File: config.mk
export PLATFORM = sky130hd
export DESIGN_NAME = dpm_unpack
export DESIGN_NICKNAME = d
export VERILOG_FILES = /design/src/design/dpm_pkg.sv /design/src/design/dpm_unpack.sv
export SDC_FILE = /design/constraint.sdc
export NUM_CORES = 1
export LEC_CHECK = 0
export ABC_AREA = 0
export ABC_CLOCK_PERIOD_IN_PS = 4130
export CORE_AREA = 2 2 124 126
export CTS_CLUSTER_DIAMETER = 200
export DETAILED_ROUTE_END_ITERATION = 12
export DIE_AREA = 0 0 126 128
export DONT_BUFFER_PORTS = 1
export GPL_TIMING_DRIVEN = 1
export PLACE_DENSITY_LB_ADDON = 0.3
export SKIP_LAST_GASP = 1
export SLEW_MARGIN = 20
export SYNTH_ARGS = -nofsm -noshare
export SYNTH_HDL_FRONTEND = slang
export SYNTH_SLANG_ARGS = --single-unit
File: constraint.sdc
create_clock -name i_clk -period 4.13 [get_ports i_clk]
set_input_delay 0.826 -clock i_clk [delete_from_list [all_inputs] [get_ports i_clk]]
set_output_delay 0.826 -clock i_clk [all_outputs]
set_load 0.005 [all_outputs]
File: src/design/dpm_pkg.sv
// ----------------------------------------------------------------------------
// dpm_pkg
// Types, constants and field widths shared by the binary64 multiplier.
// ----------------------------------------------------------------------------
package dpm_pkg;

    localparam int WORD_W  = 64;
    localparam int EXP_W   = 11;
    localparam int FRAC_W  = 52;
    localparam int SIG_W   = FRAC_W + 1;
    localparam int PROD_W  = 2 * SIG_W;
    localparam int ESUM_W  = EXP_W + 2;
    localparam int LO_W    = 27;
    localparam int HI_W    = SIG_W - LO_W;

    localparam logic [EXP_W-1:0]  EXP_MAX    = '1;
    localparam logic [ESUM_W-1:0] EXP_BIAS   = ESUM_W'(1023);
    localparam logic [ESUM_W-1:0] EXP_LIMIT  = ESUM_W'(2047);
    localparam logic [WORD_W-1:0] QUIET_BIT  = 64'h0008_0000_0000_0000;
    localparam logic [WORD_W-1:0] DEFAULT_NAN = 64'h7FF8_0000_0000_0000;

    // Side information that travels with each request down the pipeline.
    typedef struct packed {
        logic                     sign;
        logic signed [ESUM_W-1:0] exp_sum;
        logic                     special;
        logic [WORD_W-1:0]        special_val;
    } t_meta;

endpackage

File: src/design/dpm_unpack.sv
// ----------------------------------------------------------------------------
// dpm_unpack
// First stage: splits the operands, resolves NaN, infinity and zero cases.
// ----------------------------------------------------------------------------
module dpm_unpack
    import dpm_pkg::*;
(
    input  logic              i_clk,
    input  logic              i_rst_n,
    input  logic              i_vld,
    input  logic [WORD_W-1:0] i_a,
    input  logic [WORD_W-1:0] i_b,
    output logic              o_vld,
    output t_meta             o_meta,
    output logic [SIG_W-1:0]  o_ma,
    output logic [SIG_W-1:0]  o_mb
);

    logic [EXP_W-1:0]  ea, eb;
    logic [FRAC_W-1:0] fa, fb;
    logic              nan_a, nan_b, inf_a, inf_b, zero_a, zero_b, sign;
    t_meta             n_meta;
    logic              r_vld;
    t_meta             r_meta;
    logic [SIG_W-1:0]  r_ma, r_mb;

    // Field decode and special-case selection.
    always_comb begin
        ea     = i_a[WORD_W-2 -: EXP_W];
        eb     = i_b[WORD_W-2 -: EXP_W];
        fa     = i_a[FRAC_W-1:0];
        fb     = i_b[FRAC_W-1:0];
        sign   = i_a[WORD_W-1] ^ i_b[WORD_W-1];
        nan_a  = (ea == EXP_MAX) && (fa != '0);
        nan_b  = (eb == EXP_MAX) && (fb != '0);
        inf_a  = (ea == EXP_MAX) && (fa == '0);
        inf_b  = (eb == EXP_MAX) && (fb == '0);
        zero_a = (ea == '0);
        zero_b = (eb == '0);
        n_meta.sign    = sign;
        n_meta.exp_sum = $signed(ESUM_W'(ea) + ESUM_W'(eb) - EXP_BIAS);
        n_meta.special = 1'b1;
        if (nan_a) begin
            n_meta.special_val = i_a | QUIET_BIT;
        end else if (nan_b) begin
            n_meta.special_val = i_b | QUIET_BIT;
        end else if ((inf_a && zero_b) || (inf_b && zero_a)) begin
            n_meta.special_val = DEFAULT_NAN;
        end else if (inf_a || inf_b) begin
            n_meta.special_val = {sign, EXP_MAX, {FRAC_W{1'b0}}};
        end else if (zero_a || zero_b) begin
            n_meta.special_val = {sign, {(WORD_W-1){1'b0}}};
        end else begin
            n_meta.special     = 1'b0;
            n_meta.special_val = '0;
        end
    end

    // Valid bit with reset; payload without.
    always_ff @(posedge i_clk) begin
        if (!i_rst_n) begin
            r_vld <= 1'b0;
        end else begin
            r_vld <= i_vld;
        end
    end

    always_ff @(posedge i_clk) begin
        r_meta <= n_meta;
        r_ma   <= {1'b1, fa};
        r_mb   <= {1'b1, fb};
    end

    assign o_vld  = r_vld;
    assign o_meta = r_meta;
    assign o_ma   = r_ma;
    assign o_mb   = r_mb;

endmodule

# Word level (Yosys, flattened, before mapping)
# Cells that the tools add are included.
classes:
  addsub: 2
  multipliers: 0
  n_reduce_logical: 17
  order_cmp: 0
  div: 0
  bitwise: 1
  n_eq_ne: 2
  muxes: 6
  shift: 0
op_table:
  columns: ["operator", "n"]
  rows:
  - ["$mux W64", 5]
  - ["$logic_not A52 Y1", 2]
  - ["$reduce_bool A52 Y1", 2]
  - ["$eq A11 B11 Y1 const B", 2]
  - ["$logic_not A11 Y1", 2]
  - ["$sub A12 B10 Y13 const B", 1]
  - ["$add A11 B11 Y12", 1]
  - ["$logic_and A1 B1 Y1", 6]
  - ["$reduce_or A4 Y1", 1]
  - ["$logic_or A1 B1 Y1", 3]
  - ["$reduce_or A3 Y1", 1]
  - ["$mux W1", 1]
  - ["$xor A1 B1 Y1", 1]
totals:
  in_bits: 131
  mem_bits_ro: 0
  output_inout_bits: 186
  register_bits: 184
  latchBits: 0
  mem_count: 0
  mem_bits_rw: 0

# Longest topological paths before layout
# Gate-level depths: netlist of the first run.
logic_depth:
  depth_word: 7
  depth_mapped: 11
  ltp_nobuf: 11

# Worst setup path before layout of the first run
# OpenSTA, ideal clock, no wires.
synth_timing:
  path_kind: "input -> register"
  startpoint: "in i_a[53]"
  endpoint: "reg r_meta (netlist bit o_meta[76])"
  setup_slack_ns: 1.159
  path_buffers: 0
  setup_ns: 0.062
  stages: 9
  arrival_time_ns: 2.910
  t_required_ns: 4.068
  path_cell_list: "ha_1 > ha_1 > fa_1 > a21o_1 > a21oi_1 > o21bai_1 > a2111o_1 > a211o_1 > nand3_1"
synth_rtl:
  columns: ["element", "line", "text"]
  rows:
  - ["start, declared", "dpm_unpack.sv:11", "input logic [WORD_W-1:0] i_a,"]
  - ["end signal, assigned", "dpm_unpack.sv:69", "r_meta <= n_meta;"]
  - ["end, declared", "dpm_unpack.sv:24", "t_meta r_meta;"]

==> results of run 1 <==
## state kept, by name, summed over array words and instances, names as in the netlist
register	flops
o_meta	79
o_ma	52
o_vld	1
o_mb	52
## where the power goes
part / internal (W) / switching, W
sequential: 0.00186 / 0.0000466
combinational: 0.0000565 / 0.0000666
clock: 0.000869 / 0.000750
## placed cells by master, fill, tap and decap left out, drive strengths merged
cell	synthesis	layout
a2111o	1	1
a2111oi	2	2
a211o	1	1
a211oi	1	1
a21o	2	2
a21oi	6	6
a22o	1	1
and2	1	1
and3	1	1
buf	15	4
bufinv	0	1
clkbuf	8	17
clkinv	0	8
conb	1	2
dfxtp	184	184
fa	1	1
ha	21	21
inv	10	16
nand2	118	118
nand2b	3	3
nand3	11	11
nand4	10	10
nor2	7	7
nor3	8	8
nor4	32	32
o211ai	1	1
o21ai	54	54
o21bai	2	2
o32ai	2	2
or2	3	3
or3	4	4
xnor2	5	5
xor2	3	3
## routing by layer
layer  wire length, um  up-vias
met1              5800     1712
met2              7660      211
met4                95        0
met5                 0        -
met3              1380        5
li1                  -     1768
## stage by stage
step                hold slack [ns]  setup slack [ns]  area [um^2]  utilization [%]
finish                        0.417              1.48         6330             42.6
global route                  0.395              1.36         6330             42.6
CTS                           0.403              1.50         6310             42.4
detailed placement            0.854              1.04         5700             38.3
global placement              0.854              1.06         5700             38.3
floorplan                     0.854              1.16         5550                -
## Yosys cell counts (all sizes together) (2+ instances only)
cell type,n,area (um^2)
nand2,118,443
nand4,10,62.6
xor2,3,26.3
inv,10,37.5
a21o,2,15.0
dfxtp,184,3680
nor3,8,40.0
clkbuf,8,30.0
nor4,32,221
or3,4,25.0
xnor2,5,43.8
nor2,7,28.8
a21oi,6,33.8
or2,3,18.8
nand3,11,55.1
nand2b,3,18.8
o21ai,54,270
o21bai,2,15.0
ha,21,263
o32ai,2,17.5
buf,15,95.1
a2111oi,2,23.8
## worst max path at each step
stage	startpoint	endpoint	slack, ns	depth (start not counted)
final	i_a[53]	o_meta[76]	1.48	9
after global routing	i_a[53]	o_meta[76]	1.36	9
after CTS	i_a[53]	o_meta[76]	1.50	9
after detailed placement	i_a[53]	o_meta[76]	1.04	9
after global placement	i_a[53]	o_meta[76]	1.06	9
after floorplan	i_a[53]	o_meta[76]	1.16	9
## layout make-up
class	count	area, um^2
clock inverter	15	184
sequential	184	3680
fill	1402	8540
timing repair buffer	4	42.5
inverter	10	37.5
tap	188	235
multi-input combinational	303	1720
clock buffer	17	425
## cells by family (layout without fill, tap and decap cells)
logic type,Yosys count,after routing
adder cells (fa/ha/maj),22,22
XOR/XNOR,8,8
flip-flops,184,184
buffers and inverters,33,46
AND/OR/NAND/NOR,198,198
other,1,2
AO/OA/AOI/OAI,73,73
==> flow_summary.ini, run 1 <==
[run_status]
status = finished clean

[power]
p_leak_nw = 2.53
p_total_w = 0.00365
powerDensity_nw_per_um2 = 577
ir_drop_mv = 0.266

[critical_path]
slowest_stage = a2111o_1
worst_path_dominant_cell_family = compound AO/OA/AOI/OAI gates
cpMostUsedCell = ha_1
cp_data_required_time_ns = 4.50
worst_path_largest_cell_delay_ns = 0.46
end_kind = flop
crit_chain = ha_1 -> ha_1 -> fa_1 -> a21o_1 -> a21oi_1 -> o21bai_1 -> a2111o_1 -> a211o_1 -> nand3_1
start_kind = primary input
worstPathArrival_ns = 3.02
cp_max_fo = 3
crit_buf_inv = 0
crit_type = in2reg

[yosys]
ys_seq_area_share_pct = 66.4
synth-adder-area-share_pct = 5.10
synth_area_per_cell_um2 = 10.7
synth_compound_area_share_pct = 7.56
ys_types = 40
synthFlopType = dfxtp_1
synthMuxAreaShare_pct = 0
ys_warn_count = 0
syn-instance-count = 519
synth_edf_count = 0
yosys_register_bits = 184
synth_simple_gate_area_share_pct = 16.7
netlist_area_um2 = 5550
ys_async_sr_fraction_pct = 0
synth_top_family_by_area = simple AND/OR/NAND/NOR gates
yosys.area_share.xor_xnor_pct = 1.26

[floorplanning]
die_h_um = 128
die_w_um = 126
die-area_um2 = 16100
core_um2 = 14900
core.rowCount = 45
ioPinCount = 317
initial_core_util_pct = 37.3

[global_route]
grt_antenna_before_repair = 0
grt_pass1_wl_mm = 20.9
grt_use_total_pct = 17.3
top_usage_layer = met2
grt_pass1_vias = 3467
grt_use_met1_pct = 20.4
grtUsageMet2_pct = 29.4
grt_max_degree = 52
met3_usage_pct = 7.05
overflow = 0

[clock_network]
cts_max_level = 4
ctsHoldBuffers = 0
cts_tree = yes
cts_num_sinks = 184
cts.repair.resized = 0
post-cts-setup-buffers = 0
cts_buffers = 17
clk_path_buf_depth = 2
root_buffer = clkbuf_16
clkSlewWorstSetupHoldPaths_ns = 0.07

[drt]
via_per_inst = 5.13
postRouteAntennaNets = 0
drtPass1Iterations = 5
wl_mm = 14.9
drc = 0
routedWlPerCell_um = 20.7
num_vias = 3696
drt_iter0_markers = 167

[placement]
io_buffers = 0
dpl.hpwl_mm = 11.6
gp_congestion = 0.864
dp_cells = 688

[timing]
rsz0062_at_grt = false
fin_crit_ns = 2.65
finalSetupViolations = 0
max_slew_margin_pct = 59.2
slew_viol_final = 0
tightest_slew_ns = 0.610
hold_viol = 0
setup_tns_ns = 0
max_freq_ghz = 0.377
finalCritPeriodShare_pct = 64.3

[hold_path]
hold_path_end = o_ma[28]
min_path_type = in2reg
worstHoldStart = i_a[28]
hold_depth = 0

[final_layout]
drive_above_1_share_pct = 8.26
diodes = 0
nets = 673
stdcell_count = 721
area_growth_pct = 14.0

[job]
max_cap_viol_count = 0
No activity file was read; power rests on OpenSTA's default activity.
==> run 2: changes to the inputs <==
--- a/config.mk
+++ b/config.mk
@@ -6,7 +6,7 @@
 export NUM_CORES = 1
 export LEC_CHECK = 0
 export ABC_AREA = 0
-export ABC_CLOCK_PERIOD_IN_PS = 4130
+export ABC_CLOCK_PERIOD_IN_PS = 2700
 export CORE_AREA = 2 2 124 126
 export CTS_CLUSTER_DIAMETER = 200
 export DETAILED_ROUTE_END_ITERATION = 12
==> constraint.sdc (replaced) <==
create_clock -name i_clk -period 2.7 [get_ports i_clk]
set_input_delay 0.54 -clock i_clk [delete_from_list [all_inputs] [get_ports i_clk]]
set_output_delay 0.54 -clock i_clk [all_outputs]
set_load 0.005 [all_outputs]
==> flow_summary.ini, run 2 (synthesis results as in run 1) <==
[critical_path]
cpMostUsedCell = ha_1
worst_path_largest_cell_delay_ns = 0.46
crit_path_end = o_meta[76]
slowest_stage = a2111o_1
worstPathArrival_ns = 2.80
cp_max_fo = 3
end_kind = flop
cp_data_required_time_ns = 3.06
start_kind = primary input
crit_chain = ha_1 -> ha_1 -> fa_1 -> a21o_1 -> a21oi_1 -> o21bai_1 -> a2111o_1 -> a211o_1 -> nand3_1
critPathLaunch = i_a[53]
crit_type = in2reg

[final_layout]
fillers = 1427
design_area_um2 = 6390
diodes = 0
drive_above_1_share_pct = 8.60
mostFrequentLayoutCell = dfxtp_1
final_cell_mix = dfxtp_1 (184), nand2_1 (118), o21ai_1 (51), nor4_1 (30), ha_1 (21)
area_growth_pct = 15.2
nets = 675
largest_reg_flops = 79

[clock_network]
cts_max_level = 4
post-cts-setup-buffers = 0
clk_path_buf_depth = 2
clkSlewWorstSetupHoldPaths_ns = 0.08
ctsHoldBuffers = 0
cts_buffers = 17
cts_tree = yes
root_buffer = clkbuf_16
cts.repair.resized = 0
cts_num_sinks = 184

[global_route]
top_usage_layer = met2
grt_antenna_before_repair = 0
grt_pass1_wl_mm = 21.6
grt_max_degree = 65
met3_usage_pct = 6.76
grtUsageMet2_pct = 30.3
overflow = 0
grt_use_met1_pct = 20.8
grt_pass1_vias = 3629
grt_use_total_pct = 17.9

[timing]
finalCritPeriodShare_pct = 90.0
max_slew_margin_pct = 61.9
whs_ns = 0.130
hold_viol = 0
max_freq_ghz = 0.411
slew_viol_final = 0
finalSetupViolations = 0
rsz0062_at_grt = false
tightest_slew_ns = 0.571
fin_crit_ns = 2.43

[floorplanning]
die_h_um = 128
core.rowCount = 45
die_w_um = 126
ioPinCount = 317
initial_core_util_pct = 37.3
core_um2 = 14900
die-area_um2 = 16100

[drt]
postRouteAntennaNets = 0
wl_mm = 15.1
num_vias = 3748
drt_iter0_markers = 204
routedWlPerCell_um = 20.8
via_per_inst = 5.18
drtPass1Iterations = 6
drc = 0

[power]
cell_internal_pwr_w = 0.00440
p_total_w = 0.00570
p_leak_nw = 2.55
ir_drop_mv = 0.400
pwr-share-comb_pct = 3.3
powerDensity_nw_per_um2 = 892
switchingPower_w = 0.00130
clock_power_share_pct = 45.4
p_sw_share_pct = 22.8
seq_power_share_pct = 51.3

[placement]
dpl_cell_area_um2 = 5760
io_buffers = 0
gp_congestion = 0.874
dpl.hpwl_mm = 11.7

[run_status]
status = finished clean

[job]
max_cap_viol_count = 0

[hold_path]
min_path_type = in2reg
## run 2: layer usage
metal  vias up  share of wire (%)  wire length (um)
met5         -                  0                 0
met1      1771                 38              5800
met2       196                 51              7750
met4         0                1.3               196
met3        13                8.7              1320
li1       1768                  -                 -
## run 2: power by group through the flow
stage / clock network, W / registers, W / logic [W]
3_5_place_dp: 0 / 0.00299 / 0.000189
3_3_place_gp: 0 / 0.00299 / 0.000182
4_1_cts: 0.00263 / 0.00293 / 0.000191
5_1_grt: 0.00275 / 0.00293 / 0.000217
6_report: 0.00259 / 0.00292 / 0.000190
2_1_floorplan: 0 / 0.00296 / 0.000155
## run 2: final cells by class
type | instances | area, um^2 | area share, %
sequential | 184 | 3680 | 57.6
multi-input combinational | 303 | 1720 | 26.9
clock buffer | 19 | 453 | 7.09
tap | 188 | 235 | 3.68
clock inverter | 13 | 180 | 2.82
timing repair buffer | 6 | 82.6 | 1.29
inverter | 10 | 37.5 | 0.587
## run 2: worst max-delay path: cells and delay by family
| family | cells | cell delay (ns) |
|---|---|---|
| AOI/OAI and AO/OA | 5 | 1.23 |
| adders and majority gates | 3 | 0.95 |
| and+or+nand+nor | 1 | 0.08 |
## run 2: worst min-delay path by stage
stage          startpoint       end  depth (start not counted)
2_1_floorplan      i_a[0]   o_ma[0]                          0
3_3_place_gp      i_b[51]  o_mb[51]                          0
3_5_place_dp      i_a[18]  o_ma[18]                          0
4_1_cts           i_b[16]  o_mb[16]                          0
5_1_grt           i_b[16]  o_mb[16]                          0
6_report          i_a[18]  o_ma[18]                          0
## run 2: metrics by stage
stage               TNS [ns]  utilization, %  setup slack, ns  instances
detailed placement    -0.174            38.7           -0.158        691
CTS                        0            43.0            0.283        723
finish                     0            43.0            0.269        723
floorplan                  0               -           0.0146        520
global route               0            43.0            0.152        723
global placement     -0.0699            38.7          -0.0699        691
