===== config.mk =====
export PLATFORM = sky130hd
export DESIGN_NAME = dpm_round
export DESIGN_NICKNAME = d
export VERILOG_FILES = /design/src/design/dpm_pkg.sv /design/src/design/dpm_round.sv
export SDC_FILE = /design/constraint.sdc
export NUM_CORES = 1
export LEC_CHECK = 0
export BUFFER_PORTS_ARGS = -buffer_cell sky130_fd_sc_hd__buf_2
export CORE_MARGIN = 4
export CORE_UTILIZATION = 42
export DETAILED_ROUTE_END_ITERATION = 8
export GPL_TIMING_DRIVEN = 0
export PLACE_DENSITY = 0.75
export SLEW_MARGIN = 20
export SYNTH_ARGS = -nofsm -noshare
export SYNTH_HDL_FRONTEND = slang
export SYNTH_SLANG_ARGS = --single-unit

===== constraint.sdc =====
create_clock -name i_clk -period 7.21 [get_ports i_clk]
set_input_delay 0.721 -clock i_clk [delete_from_list [all_inputs] [get_ports i_clk]]
set_output_delay 0.721 -clock i_clk [all_outputs]
set_load 0.05 [all_outputs]

===== src/design/dpm_pkg.sv =====
// ----------------------------------------------------------------------------
// dpm_pkg
// Types, constants and field widths shared by the binary64 multiplier.
// ----------------------------------------------------------------------------
package dpm_pkg;

    localparam int WORD_W  = 64;
    localparam int EXP_W   = 11;
    localparam int FRAC_W  = 52;
    localparam int SIG_W   = FRAC_W + 1;
    localparam int PROD_W  = 2 * SIG_W;
    localparam int ESUM_W  = EXP_W + 2;
    localparam int LO_W    = 27;
    localparam int HI_W    = SIG_W - LO_W;

    localparam logic [EXP_W-1:0]  EXP_MAX    = '1;
    localparam logic [ESUM_W-1:0] EXP_BIAS   = ESUM_W'(1023);
    localparam logic [ESUM_W-1:0] EXP_LIMIT  = ESUM_W'(2047);
    localparam logic [WORD_W-1:0] QUIET_BIT  = 64'h0008_0000_0000_0000;
    localparam logic [WORD_W-1:0] DEFAULT_NAN = 64'h7FF8_0000_0000_0000;

    // Side information that travels with each request down the pipeline.
    typedef struct packed {
        logic                     sign;
        logic signed [ESUM_W-1:0] exp_sum;
        logic                     special;
        logic [WORD_W-1:0]        special_val;
    } t_meta;

endpackage


===== src/design/dpm_round.sv =====
// ----------------------------------------------------------------------------
// dpm_round
// Two stages: normalize with guard and sticky, then round, range check, pack.
// ----------------------------------------------------------------------------
module dpm_round
    import dpm_pkg::*;
(
    input  logic              i_clk,
    input  logic              i_rst_n,
    input  logic              i_vld,
    input  t_meta             i_meta,
    input  logic [PROD_W-1:0] i_prod,
    output logic              o_vld,
    output logic [WORD_W-1:0] o_product,
    output logic              o_ovf,
    output logic              o_unf
);

    logic                     norm;
    logic [SIG_W-1:0]         n_mant;
    logic                     guard, sticky;
    logic                     n_rnd;
    logic [SIG_W:0]           rsum;
    logic signed [ESUM_W-1:0] efin;
    logic [WORD_W-1:0]        n_product;
    logic                     n_ovf, n_unf;

    logic                     r_vld_c, r_vld_d;
    t_meta                    r_meta;
    logic [SIG_W-1:0]         r_mant;
    logic                     r_rnd;
    logic [WORD_W-1:0]        r_product;
    logic                     r_ovf, r_unf;

    // Normalization by one bit and round-to-nearest-even decision.
    always_comb begin
        norm   = i_prod[PROD_W-1];
        n_mant = norm ? i_prod[PROD_W-1 -: SIG_W] : i_prod[PROD_W-2 -: SIG_W];
        guard  = norm ? i_prod[FRAC_W] : i_prod[FRAC_W-1];
        sticky = norm ? (i_prod[FRAC_W-1:0] != '0) : (i_prod[FRAC_W-2:0] != '0);
        n_rnd  = guard && (sticky || n_mant[0]);
    end

    // Rounding, carry renormalization and range check.
    always_comb begin
        rsum      = {1'b0, r_mant} + (SIG_W+1)'(r_rnd);
        efin      = r_meta.exp_sum + $signed(ESUM_W'(rsum[SIG_W]));
        n_ovf     = 1'b0;
        n_unf     = 1'b0;
        if (r_meta.special) begin
            n_product = r_meta.special_val;
        end else if (efin >= $signed(EXP_LIMIT)) begin
            n_product = {r_meta.sign, EXP_MAX, {FRAC_W{1'b0}}};
            n_ovf     = 1'b1;
        end else if (efin <= $signed(ESUM_W'(0))) begin
            n_product = {r_meta.sign, {(WORD_W-1){1'b0}}};
            n_unf     = 1'b1;
        end else if (rsum[SIG_W]) begin
            n_product = {r_meta.sign, efin[EXP_W-1:0], rsum[FRAC_W:1]};
        end else begin
            n_product = {r_meta.sign, efin[EXP_W-1:0], rsum[FRAC_W-1:0]};
        end
    end

    always_ff @(posedge i_clk) begin
        if (!i_rst_n) begin
            r_vld_c <= 1'b0;
            r_vld_d <= 1'b0;
        end else begin
            r_vld_c <= i_vld;
            r_vld_d <= r_vld_c;
        end
    end

    always_ff @(posedge i_clk) begin
        r_meta.sign        <= i_meta.sign;
        r_meta.exp_sum     <= i_meta.exp_sum + $signed(ESUM_W'(norm));
        r_meta.special     <= i_meta.special;
        r_meta.special_val <= i_meta.special_val;
        r_mant             <= n_mant;
        r_rnd              <= n_rnd;
        r_product          <= n_product;
        r_ovf              <= n_ovf;
        r_unf              <= n_unf;
    end

    assign o_vld     = r_vld_d;
    assign o_product = r_product;
    assign o_ovf     = r_ovf;
    assign o_unf     = r_unf;

endmodule


# Yosys cells after proc, flatten, opt, wreduce, memory -nomap -nowiden
# Cells that the tools add are included.
# totals
regBits,201
latchBits,0
ram_bits,0
romBits,0
input_bits,188
word_cells,31
mem_count,0
# classes
addsub,3
multipliers,0
div_mod_pow,0
n_lt_le_gt_ge,2
eq_ne,0
n_shift,0
mux,9
bitwise_logic,0
n_reduce_logical,5
# op_table
operator,n
$mux W63,2
$mux W52,2
$mux W64,1
$add A53 B1 Y54,1
$reduce_bool A52 Y1,1
$reduce_bool A51 Y1,1
$add A13 B2 Y13,2
$ge A13 B12 Y1 const B,1
$le A13 B1 Y1 const B,1
$mux W1,4
$reduce_or A2 Y1,1
$logic_and A1 B1 Y1,1
$logic_or A1 B1 Y1,1

# Longest topological paths before layout
# Gate-level depths: netlist (run 1).
# logic_depth
word_depth,6
ltp_mapped,14

# Least setup slack after synthesis (run 1)
# No wires, ideal clock.
# synth_timing
path_type,flip-flop to flip-flop
startpoint,register r_mant[36]
endpoint,register r_product[33] (netlist: o_product[33])
arrival_ps,3695
t_required_ps,7080
setup_slack_ps,3385
stages_incl_launch_ff,15
n_path_buf,3
path_cell_list,dfxtp_1 nand4_2 or3_4 or3_1 buf_2 buf_4 nor3_1 ha_1 and4_1 nand4_1 a2111oi_0 o2111ai_1 o211ai_2 clkbuf_1 o21ai_0
# synth_via
elab_chain_len,6
word_cells_on_any_way,8
cone_classes,2 x add/sub; 2 x order compare; 4 x mux
# synth_rtl
element,line_no,text
"start, declared",dpm_round.sv:30,logic [SIG_W-1:0] r_mant;
"start signal, assigned",dpm_round.sv:80,r_mant <= n_mant;
$add A53 B1 Y54 *,dpm_round.sv:46,"rsum = {1'b0, r_mant} + (SIG_W+1)'(r_rnd);"
$add A13 B2 Y13,dpm_round.sv:47,efin = r_meta.exp_sum + $signed(ESUM_W'(rsum[SIG_W]));
$le A13 B1 Y1,dpm_round.sv:55,end else if (efin <= $signed(ESUM_W'(0))) begin
$mux W63,dpm_round.sv:55,
$mux W63 *,dpm_round.sv:52,end else if (efin >= $signed(EXP_LIMIT)) begin
$mux W64 *,dpm_round.sv:50,if (r_meta.special) begin
named net n_product[33],dpm_round.sv:25,logic [WORD_W-1:0] n_product;
"end signal, assigned",dpm_round.sv:82,r_product <= n_product;
"end, declared",dpm_round.sv:32,logic [WORD_W-1:0] r_product;
# The timed path passes the listed nets; every way through them passes the cells marked *.
# A chain may end at the register's enable or synchronous reset.

# Worst setup path after layout (run 1)
# layout_timing
startpoint,register r_mant[13]
endpoint,register r_product[38] (netlist: o_product[38])
# Same word-level chain as after synthesis.

==> metrics.md, run 1 <==
| Metric | Value |
|---|---|
| Top FF cell, synth | dfxtp_1 |
| Tcrit/Tclk final | 69.6% |
| DR pass1 iterations | 5 |
| Clock Latency Late Sink | 0.51 ns |
| Commonest non-fill, non-tap cells in the layout | 259 x buf_2, 201 x dfxtp_1, 91 x nand2_1, 53 x mux2_2, 48 x xnor2_1 |
| GR Util All Layers | 20.0% |
| Post-synthesis cell type count | 49 |
| Grt ovf | 0 |
| Post-layout min period | 5.02 ns |
| Post-synth EDFFs | 0 |
| CP Max Fanout | 10 |
| # rows | 48 |
| Critical path capture point type | flop |
| Async set-reset flop share out of synthesis | 0% |
| DR top layer | met4 |
| Largest net degree at the start of global routing | 15 |
| Top-area cell type share of the netlist area | 54.1% |
| Post-CTS Setup Bufs | 0 |
| Status | finished clean |
| Worst Path Required | 7.57 ns |
| Post-Syn Area | 7440 sq um |
| Fmax achieved | 199 MHz |
| Die Footprint | 19,900 sq um |
| GP Congestion | 0.848 |
| Post-Synthesis Cells | 729 |
| Setup_tns | 0 ns |
| Vias in the first global route | 6,451 |
| Routed wl met3 | 1450 um |
| Critical path origin | r_mant[13] |
| Layout area overhead | 30.6% |
| Initial DRC Count | 263 |
| First-pass GRT wire length | 32,000 um |
| Metal-1 WL | 8460 um |
| Final setup fails | 0 |
| Synth area leaders | dfxtp_1 54%, mux2_2 8.0%, xnor2_1 5.7%, nand2_1 4.6%, o31ai_1 2.4% |
| Nets@finish | 1,201 |
| Dominant cell type by area after synthesis | dfxtp_1 |
| Fillers | 1,551 |
| LEAKAGE | 4.23 nW |
| Relative slew margins | 51.7% |
| Die X | 141 um |
| Clk slew on worst S/H paths | 0.06 ns |
| Pre-CTS setup slack | 2.26 ns |
| Final Hold Viols | 0 |
| Hold_sp | i_meta[25] |
| Critical Path Start Type | flop |
| Core box area | 17,300 sq um |
| Vias per cell | 5.01 |
| Max_cap viols | 0 |
| Num CTS Buffers | 22 |
| Setup CP Type | flop to flop |
| Post-CTS sizing | 0 |
| Hold buffers post-CTS | 0 |
| H-Tree Depth | 1 |
| Worst r2r src | r_mant[13] |
| Yosys reg bits | 201 |
| Commonest non-fill, non-tap cell in the layout | buf_2 |
| RSZ-0062 raised after global routing | no |
| Avg Inst Size Synth | 10.2 sq um |
| Least-Margin Pin Slew | 0.725 ns |
| Vias | 6,262 |
| Root Driver | clkbuf_16 |
| Worst min-delay path category | input pin to flop |
| Yosys warning count | 0 |
| Worst Slack Setup Final | 2.19 ns |
| HPWL after DPL | 15,900 um |
| Layout cells sized above 1 | 36.1% |
| Tot Pwr | 0.00267 W |
| WL/cell | 16.6 um |
| Clock Skew | 0.0241 ns |
| Maximum clock insertion buffer count | 3 |
| P per Cell Area | 275 nW/um^2 |
| Final hold slack | 0.308 ns |
| Detailed Route WL | 20,700 um |
| Critical path arrival | 5.37 ns |
| Initial Utilization | 43.0% |
| Met2 WL post-DR | 10,200 um |
| Maximum VDD drop | 0.000231 V |
| Residual DRC | 0 |
| Slew Limit Fails | 0 |
| Register area share after synthesis | 54.1% |
| Ports | 255 |
| Post-route ant nets | 0 |
| Synthesized Nets | 923 |
| CTS tree | done |
| Num Clock Sinks | 201 |
| I/O Buffers | 254 |
| Initial antenna violation count | 2 |
| Die Y-Extent | 141 um |
-- flip-flops by register name, indices dropped and copies added (netlist names) --
name,cells
o_vld,1
r_meta,79
r_rnd,1
r_mant,53
o_ovf,1
r_vld_c,1
o_product,64
o_unf,1
-- final timing paths --
| kind | to | slack (ns) | depth (start not counted) |
|---|---|---|---|
| setup / recovery | o_product[38] | 2.19 | 13 |
| hold / removal | r_meta[25] | 0.31 | 1 |
| setup reg to reg | o_product[38] | 2.19 | 13 |
| hold reg to reg | o_product[6] | 0.43 | 2 |
-- metrics by stage --
step | cell area, sq um | util [%] | std cells
floorplan | 7440 | - | 729
global placement | 8990 | 52.0 | 1208
detailed placement | 8990 | 52.0 | 1208
CTS | 9710 | 56.1 | 1247
global route | 9710 | 56.2 | 1249
finish | 9710 | 56.2 | 1249
-- power breakdown --
group | switching [W] | internal [W] | total (W)
sequential | 0.0000398 | 0.00119 | 0.00123
clock | 0.000449 | 0.000652 | 0.00110
combinational | 0.000214 | 0.000125 | 0.000338
total | 0.000702 | 0.00197 | 0.00267
-- area by class of cell --
type                    count  area, sq um  area share (%)
clock buffers              31          634            6.53
plain buffers              35          166            1.71
repair buffers            254         1270            13.1
diodes                      2         5.00          0.0515
flip-flops and latches    201         4020            41.4
inverters                  12         45.0           0.464
clock inverters             8         83.8           0.863
multi-input cells         481         3200            33.0
well taps                 225          282            2.90
-- kinds of logic after synthesis --
family / after synthesis / share of synthesized area, %
compound gates: 92 / 8.34
buf+inv: 47 / 2.84
flops: 201 / 54.1
simple gates: 260 / 17.4
fa+ha+maj: 6 / 1.01
mux: 56 / 8.43
xor+xnor: 67 / 7.89
-- synth_stat cells, types with 2 or more instances --
| cell type | count |
|---|---|
| o31ai_1 | 24 |
| ha_1 | 6 |
| nand2_1 | 91 |
| xor2_1 | 19 |
| clkbuf_2 | 2 |
| mux2i_1 | 3 |
| clkbuf_1 | 23 |
| xnor2_1 | 48 |
| a22o_1 | 2 |
| and4_1 | 3 |
| o21a_1 | 3 |
| nand4_1 | 23 |
| nor2_1 | 34 |
| o31a_1 | 5 |
| nor3_1 | 28 |
| and3_1 | 10 |
| a21oi_1 | 5 |
| o21ai_1 | 19 |
| and2_1 | 4 |
| inv_1 | 12 |
| a2111oi_0 | 2 |
| o21ai_2 | 3 |
| buf_4 | 3 |
| dfxtp_1 | 201 |
| buf_2 | 5 |
| nor4_1 | 22 |
| nand3_1 | 26 |
| or3_1 | 5 |
| or3_4 | 2 |
| o21ai_0 | 15 |
| o211ai_1 | 7 |
| or2_2 | 4 |
| buf_6 | 2 |
| mux2_2 | 53 |
-- critical path: stages (launching register included) --
cell	delay (ns)
dfxtp_1	0.41
nand4_1	0.18
nor3_1	0.36
clkbuf_1	0.37
nand4_1	0.45
nor3_1	0.41
ha_1	0.34
nand3_1	0.24
nor3_1	0.34
mux2i_1	0.25
o2111ai_1	0.23
o21ai_1	0.50
clkbuf_1	0.57
o31ai_1	0.21
-- routing by layer --
layer	track usage (%)	up-vias
met5	0	-
met4	7.34	0
met3	4.00	45
met2	35.2	251
met1	24.1	2855
li1	-	3111
No activity file was read; power rests on OpenSTA's default activity.
==> inputs of run 2 (changes only) <==
==> constraint.sdc (replaced) <==
create_clock -name i_clk -period 4.8 [get_ports i_clk]
set_input_delay 0.48 -clock i_clk [delete_from_list [all_inputs] [get_ports i_clk]]
set_output_delay 0.48 -clock i_clk [all_outputs]
set_load 0.05 [all_outputs]
==> metrics.md, run 2 (synthesized netlist as in run 1, its figures left out) <==
| Metric | Value |
|---|---|
| Status | finished clean |
| Post-layout min period | 4.46 ns (-0.555 ns) |
| LEAKAGE | 4.25 nW (+0.54%) |
| Tot Pwr | 0.00401 W (+50%) |
| Critical R2R Capture | o_product[33] |
| Setup_tns | 0 ns (unchanged) |
| Vias in the first global route | 6,448 (-0.047%) |
| Critical path origin | r_mant[36] |
| Ports | 255 (unchanged) |
| RSZ-0062 raised after global routing | no |
| Placed instance count | 1,208 (unchanged) |
| Max_cap viols | 0 (unchanged) |
| Critical path arrival | 4.84 ns (-0.53 ns) |
| I/O Buffers | 254 (unchanged) |
| Worst Path Required | 5.18 ns (-2.39 ns) |
| Detailed Route WL | 20,800 um (+0.17%) |
| Num Clock Sinks | 201 (unchanged) |
| Finished Core Util | 56.4% (+0.26 points) |
| FF-to-FF path depth | 14 (+1) |
| Non-Filler Instances | 1,252 (+0.24%) |
| Max FFs per register | 79 (unchanged) |
| Residual DRC | 0 (unchanged) |
| HPWL after DPL | 15,900 um (unchanged) |
| Worst min-delay path category | input pin to flop |
| DR pass1 iterations | 5 (unchanged) |
| Num CTS Buffers | 22 (unchanged) |
| Largest Register | r_meta |
| # rows | 48 (unchanged) |
| Setup CP Type | flop to flop |
| Clock Latency Late Sink | 0.51 ns (about the same) |
| P per Cell Area | 411 nW/um^2 (+50%) |
| Maximum clock insertion buffer count | 3 (unchanged) |
| R2R Setup Slk | 0.34 ns (-1.85 ns) |
| CTS tree | done |
| Slew Limit Fails | 0 (unchanged) |
| Crit path to | o_product[33] |
| Die Footprint | 19,900 sq um (unchanged) |
| Layout area overhead | 31.2% |
| Critical path capture point type | flop |
| Core box area | 17,300 sq um (unchanged) |
| Vias per cell | 5.01 (about the same) |
| Post-route ant nets | 0 (unchanged) |
| Initial DRC Count | 254 (-3.4%) |
| Commonest non-fill, non-tap cell in the layout | buf_2 |
| Worst r2r src | r_mant[36] |
| Post-Layout Inst Area | 9760 sq um (+0.46%) |
| Nets@finish | 1,204 (+0.25%) |
| Final Hold Viols | 0 (unchanged) |
| H-Tree Depth | 1 (unchanged) |
| Fmax achieved | 224 MHz (+12%) |
| First-pass GRT wire length | 32,000 um (about the same) |
| Post-DP Area | 8990 sq um (unchanged) |
| Hold buffers post-CTS | 0 (unchanged) |
| Critical Path Start Type | flop |
| Initial antenna violation count | 2 (unchanged) |
| Root Driver | clkbuf_16 |
| WL/cell | 16.6 um (about the same) |
| Vias | 6,278 (+0.26%) |
| Commonest non-fill, non-tap cells in the layout | 259 x buf_2, 201 x dfxtp_1, 91 x nand2_1, 53 x mux2_2, 48 x xnor2_1 |
| Least-Margin Pin Slew | 0.709 ns (-0.0158 ns) |
| CP Max Fanout | 10 (unchanged) |
| GP Congestion | 0.848 (unchanged) |
| Die Y-Extent | 141 um (unchanged) |
| Relative slew margins | 52.7% (+1.1 points) |
| Largest net degree at the start of global routing | 15 (unchanged) |
| Tcrit/Tclk final | 93.0% (+23 points) |
| Die X | 141 um (unchanged) |
| Grt ovf | 0 (unchanged) |
| Multi-input gate area | 3220 sq um (+0.59%) |
| Clock Skew | 0.0223 ns (-0.00175 ns) |
| Final setup fails | 0 (unchanged) |
| Fillers | 1,551 (unchanged) |
| GR Util All Layers | 20.0% (about the same) |
| Reg area | 4020 sq um (unchanged) |
| Initial Utilization | 43.0% (unchanged) |
| Clk slew on worst S/H paths | 0.06 ns (about the same) |
| Layout cells sized above 1 | 36.8% (+0.67 points) |
| Maximum VDD drop | 0.000346 V (+50%) |
-- run 2: cell types whose count changed in the layout (fill, tap and decap cells not counted), sizes merged --
cell,delta
buf,+3
-- run 2: power breakdown --
group	internal [W]	switching, W	total (W)
sequential	0.00179	0.0000600	0.00185
combinational	0.000188	0.000322	0.000510
clock	0.000979	0.000672	0.00165
total	0.00295	0.00105	0.00401
-- run 2: what timing repair did --
action | CTS | global route
endpoints found under the setup margin | 30 | 50
gates cloned | 0 | 0
pin swaps | 0 | 1
buffers inserted | 0 | 3
resized for setup | 3 | 4
-- run 2: layout make-up --
cell class	count	area share (%)
diodes	2	0.0513
plain buffers	35	1.74
clock buffers	31	6.50
clock inverters	8	0.859
inverters	12	0.462
multi-input cells	481	33.0
flip-flops and latches	201	41.2
well taps	225	2.88
repair buffers	257	13.3
-- run 2: per-stage QoR --
| step | setup WS [ns] | hold slack [ns] |
|---|---|---|
| 2_1_floorplan | 0.975 | 0.406 |
| 3_3_place_gp | -0.106 | 0.411 |
| 3_5_place_dp | -0.152 | 0.414 |
| 4_1_cts | 0.0282 | 0.0458 |
| 5_1_grt | 0.0631 | 0.0442 |
| 6_report | 0.337 | 0.0693 |
-- run 2: worst min path at each step --
stage / startpoint / end / slack [ns] / cells past startpoint
2_1_floorplan: r_meta[10] / o_product[10] / 0.41 / 2
3_3_place_gp: r_meta[42] / o_product[42] / 0.41 / 2
3_5_place_dp: r_meta[24] / o_product[24] / 0.41 / 2
4_1_cts: i_meta[50] / r_meta[50] / 0.05 / 1
5_1_grt: i_meta[46] / r_meta[46] / 0.04 / 1
6_report: i_meta[33] / r_meta[33] / 0.07 / 1
-- run 2: worst max-delay path, cell delays in order (launching register included) --
cell	delay [ns]
dfxtp_1	0.40
nand4_2	0.17
or3_4	0.41
or3_1	0.36
buf_2	0.16
buf_4	0.17
nor3_1	0.29
ha_1	0.30
and4_1	0.30
nand4_1	0.12
a2111oi_0	0.39
o2111ai_1	0.33
o211ai_4	0.42
clkbuf_2	0.34
o21ai_0	0.15
-- run 2: metal layers --
layer	up-vias	routed length [um]	track usage, %
met5	-	0	0
met4	0	654	7.34
met3	49	1390	4.00
met2	246	10200	35.1
met1	2862	8560	24.2
li1	3121	-	-
==> inputs of run 3 (changes only) <==
--- a/config.mk
+++ b/config.mk
@@ -11,6 +11,7 @@
 export DETAILED_ROUTE_END_ITERATION = 8
 export GPL_TIMING_DRIVEN = 0
 export PLACE_DENSITY = 0.75
+export REMOVE_ABC_BUFFERS = 1
 export SLEW_MARGIN = 20
 export SYNTH_ARGS = -nofsm -noshare
 export SYNTH_HDL_FRONTEND = slang
==> metrics.md, run 3 (synthesized netlist as in run 1, its figures left out) <==
| Metric | Value |
|---|---|
| Final Hold Viols | 0 (unchanged) |
| Non-Filler Instances | 1,222 (-2.4%) |
| Nets@finish | 1,175 (-2.4%) |
| FF-to-FF path depth | 12 (-2) |
| Initial antenna violation count | 2 (unchanged) |
| Vias in the first global route | 6,124 (-5.0%) |
| P_int | 0.00305 W (+3.3%) |
| Slowest CP cell | or3_1 |
| Initial DRC Count | 250 (-1.6%) |
| GR Util All Layers | 19.2% (-0.82 points) |
| Ports | 255 (unchanged) |
| Tcrit/Tclk final | 93.4% (+0.43 points) |
| Worst min-delay path category | input pin to flop |
| Residual DRC | 0 (unchanged) |
| Placed instance count | 1,178 (-2.5%) |
| Maximum clock insertion buffer count | 3 (unchanged) |
| First-pass GRT wire length | 31,000 um (-3.1%) |
| Num Clock Sinks | 201 (unchanged) |
| Die X | 141 um (unchanged) |
| Vias per cell | 4.99 (-0.55%) |
| Top cell by count, worst path | nor3_1 |
| Num CTS Buffers | 22 (unchanged) |
| Max FFs per register | 79 (unchanged) |
| Clock Skew | 0.0120 ns (-0.0104 ns) |
| Critical path arrival | 4.83 ns (about the same) |
| CP Max Fanout | 25 (+15) |
| Layout area overhead | 31.2% (about the same) |
| # rows | 48 (unchanged) |
| Slew Limit Fails | 0 (unchanged) |
| LEAKAGE | 4.24 nW (-0.32%) |
| Grt ovf | 0 (unchanged) |
| Clk slew on worst S/H paths | 0.06 ns (about the same) |
| Layout cells sized above 1 | 37.3% (+0.51 points) |
| Hold buffers post-CTS | 0 (unchanged) |
| Critical path capture point type | flop |
| Status | finished clean |
| Detailed Route WL | 20,000 um (-3.8%) |
| Tot Pwr | 0.00408 W (+1.8%) |
| Maximum VDD drop | 0.000289 V (-17%) |
| Sw Share | 25.2% (-1.1 points) |
| R2R Setup Slk | 0.32 ns (-0.02 ns) |
| I/O Buffers | 254 (unchanged) |
| Critical R2R Capture | o_product[59] |
| WL/cell | 16.3 um (-1.5%) |
| GP Congestion | 0.832 (-1.9%) |
| H-Tree Depth | 1 (unchanged) |
| Crit-path cells | nand4_2 -> or3_4 -> or3_1 -> nor3_1 -> ha_1 -> nand3_1 -> nor3_1 -> mux2i_1 -> o2111ai_1 -> o21ai_4 -> buf_16 -> o211ai_1 |
| Critical Path Start Type | flop |
| Flop pwr share | 45.5% (-0.6 points) |
| Initial Utilization | 43.0% (unchanged) |
| Setup CP Type | flop to flop |
| Relative slew margins | 43.5% (-9.3 points) |
| Largest Register | r_meta |
| Hold_sp | i_meta[50] |
| P per Cell Area | 418 nW/um^2 (+1.8%) |
| DR pass1 iterations | 4 (-1) |
| Worst r2r src | r_mant[36] |
| Post-layout min period | 4.48 ns (+0.0208 ns) |
| Final setup fails | 0 (unchanged) |
| Largest net degree at the start of global routing | 57 (+42) |
| Die Footprint | 19,900 sq um (unchanged) |
| Crit-path max cell delay | 0.64 ns (+0.22 ns) |
| Fmax achieved | 223 MHz (-0.46%) |
| Clock power frac | 42.4% (+1.2 points) |
| Switching power | 0.00103 W (-2.4%) |
| Hold depth | 1 (unchanged) |
| Worst Path Required | 5.15 ns (-0.03 ns) |
| Post-route ant nets | 0 (unchanged) |
| CTS tree | done |
| Worst Hold Path EP | r_meta[50] |
| RSZ-0062 raised after global routing | no |
| Logic gate share of total power | 12.0% (-0.7 points) |
| Least-Margin Pin Slew | 0.846 ns (+0.136 ns) |
| Commonest non-fill, non-tap cell in the layout | buf_2 |
| Vias | 6,094 (-2.9%) |
| Commonest non-fill, non-tap cells in the layout | 253 x buf_2, 200 x dfxtp_1, 91 x nand2_1, 53 x mux2_2, 48 x xnor2_1 |
| Core box area | 17,300 sq um (unchanged) |
| Clock Latency Late Sink | 0.49 ns (-0.02 ns) |
| Die Y-Extent | 141 um (unchanged) |
| Max_cap viols | 0 (unchanged) |
| HPWL after DPL | 15,200 um (-4.1%) |
| Root Driver | clkbuf_16 |
run 3: area by class of cell:
| type | count | area, sq um |
|---|---|---|
| Multi-Input combinational cell | 481 | 3240 |
| Inverter | 12 | 45.0 |
| Timing Repair Buffer | 263 | 1400 |
| Clock buffer | 28 | 624 |
| Sequential cell | 201 | 4030 |
| Fill cell | 1514 | 7540 |
| Tap cell | 225 | 282 |
| Antenna cell | 2 | 5.00 |
| Clock inverter | 10 | 131 |
run 3: power groups by stage:
stage	Clock (W)	Sequential [W]	Combinational [W]
floorplan	0	0.00203	0.000155
global placement	0	0.00190	0.000476
detailed placement	0	0.00189	0.000491
CTS	0.00176	0.00186	0.000494
global route	0.00183	0.00187	0.000529
finish	0.00173	0.00186	0.000490
run 3: worst max-delay path by stage:
stage / startpoint / endpoint / slack [ns] / cells past startpoint
after global placement: r_mant[13] / o_product[24] / -2.02 / 11
after CTS: r_mant[0] / o_product[24] / 0.03 / 12
after floorplan: r_mant[13] / o_product[53] / 0.34 / 11
final: r_mant[36] / o_product[59] / 0.32 / 12
after detailed placement: r_mant[13] / o_product[24] / -0.58 / 11
after global routing: r_mant[33] / o_product[32] / 0.06 / 12
run 3: repair_timing:
item                                    4_1_cts  5_1_grt
endpoints found under the setup margin       59       60
pin swaps                                     0        1
setup buffers                                 0        4
gates resized for setup                       2        1
endpoints found under the hold margin         0        0
run 3: layer usage:
| layer | wire (um) | track usage, % |
|---|---|---|
| met4 | 460 | 5.41 |
| met1 | 8250 | 23.3 |
| met2 | 10000 | 34.4 |
| met3 | 1220 | 3.73 |
| met5 | 0 | 0 |
run 3: critical path: cells and delay by family, from the launching register on:
kind | cells | cell delay (ns)
muxes | 1 | 0.28
adders and majority gates | 1 | 0.33
AOI/OAI and AO/OA | 3 | 0.94
buffers and inverters | 1 | 0.23
and+or+nand+nor | 6 | 2.17
DFF | 1 | 0.40
run 3: metrics by stage:
| stage | instance area (sq um) | hold slack, ns | util (%) | setup WS [ns] | setup TNS [ns] |
|---|---|---|---|---|---|
| 6_report | 9760 | 0.0856 | 56.4 | 0.316 | 0 |
| 5_1_grt | 9760 | 0.0560 | 56.4 | 0.0596 | 0 |
| 4_1_cts | 9710 | 0.0604 | 56.2 | 0.0322 | 0 |
| 3_5_place_dp | 8950 | 0.414 | 51.7 | -0.580 | -22.15 |
| 3_3_place_gp | 8820 | 0.410 | 51.0 | -2.02 | -86.90 |
| 2_1_floorplan | 7270 | 0.406 | - | 0.343 | 0 |
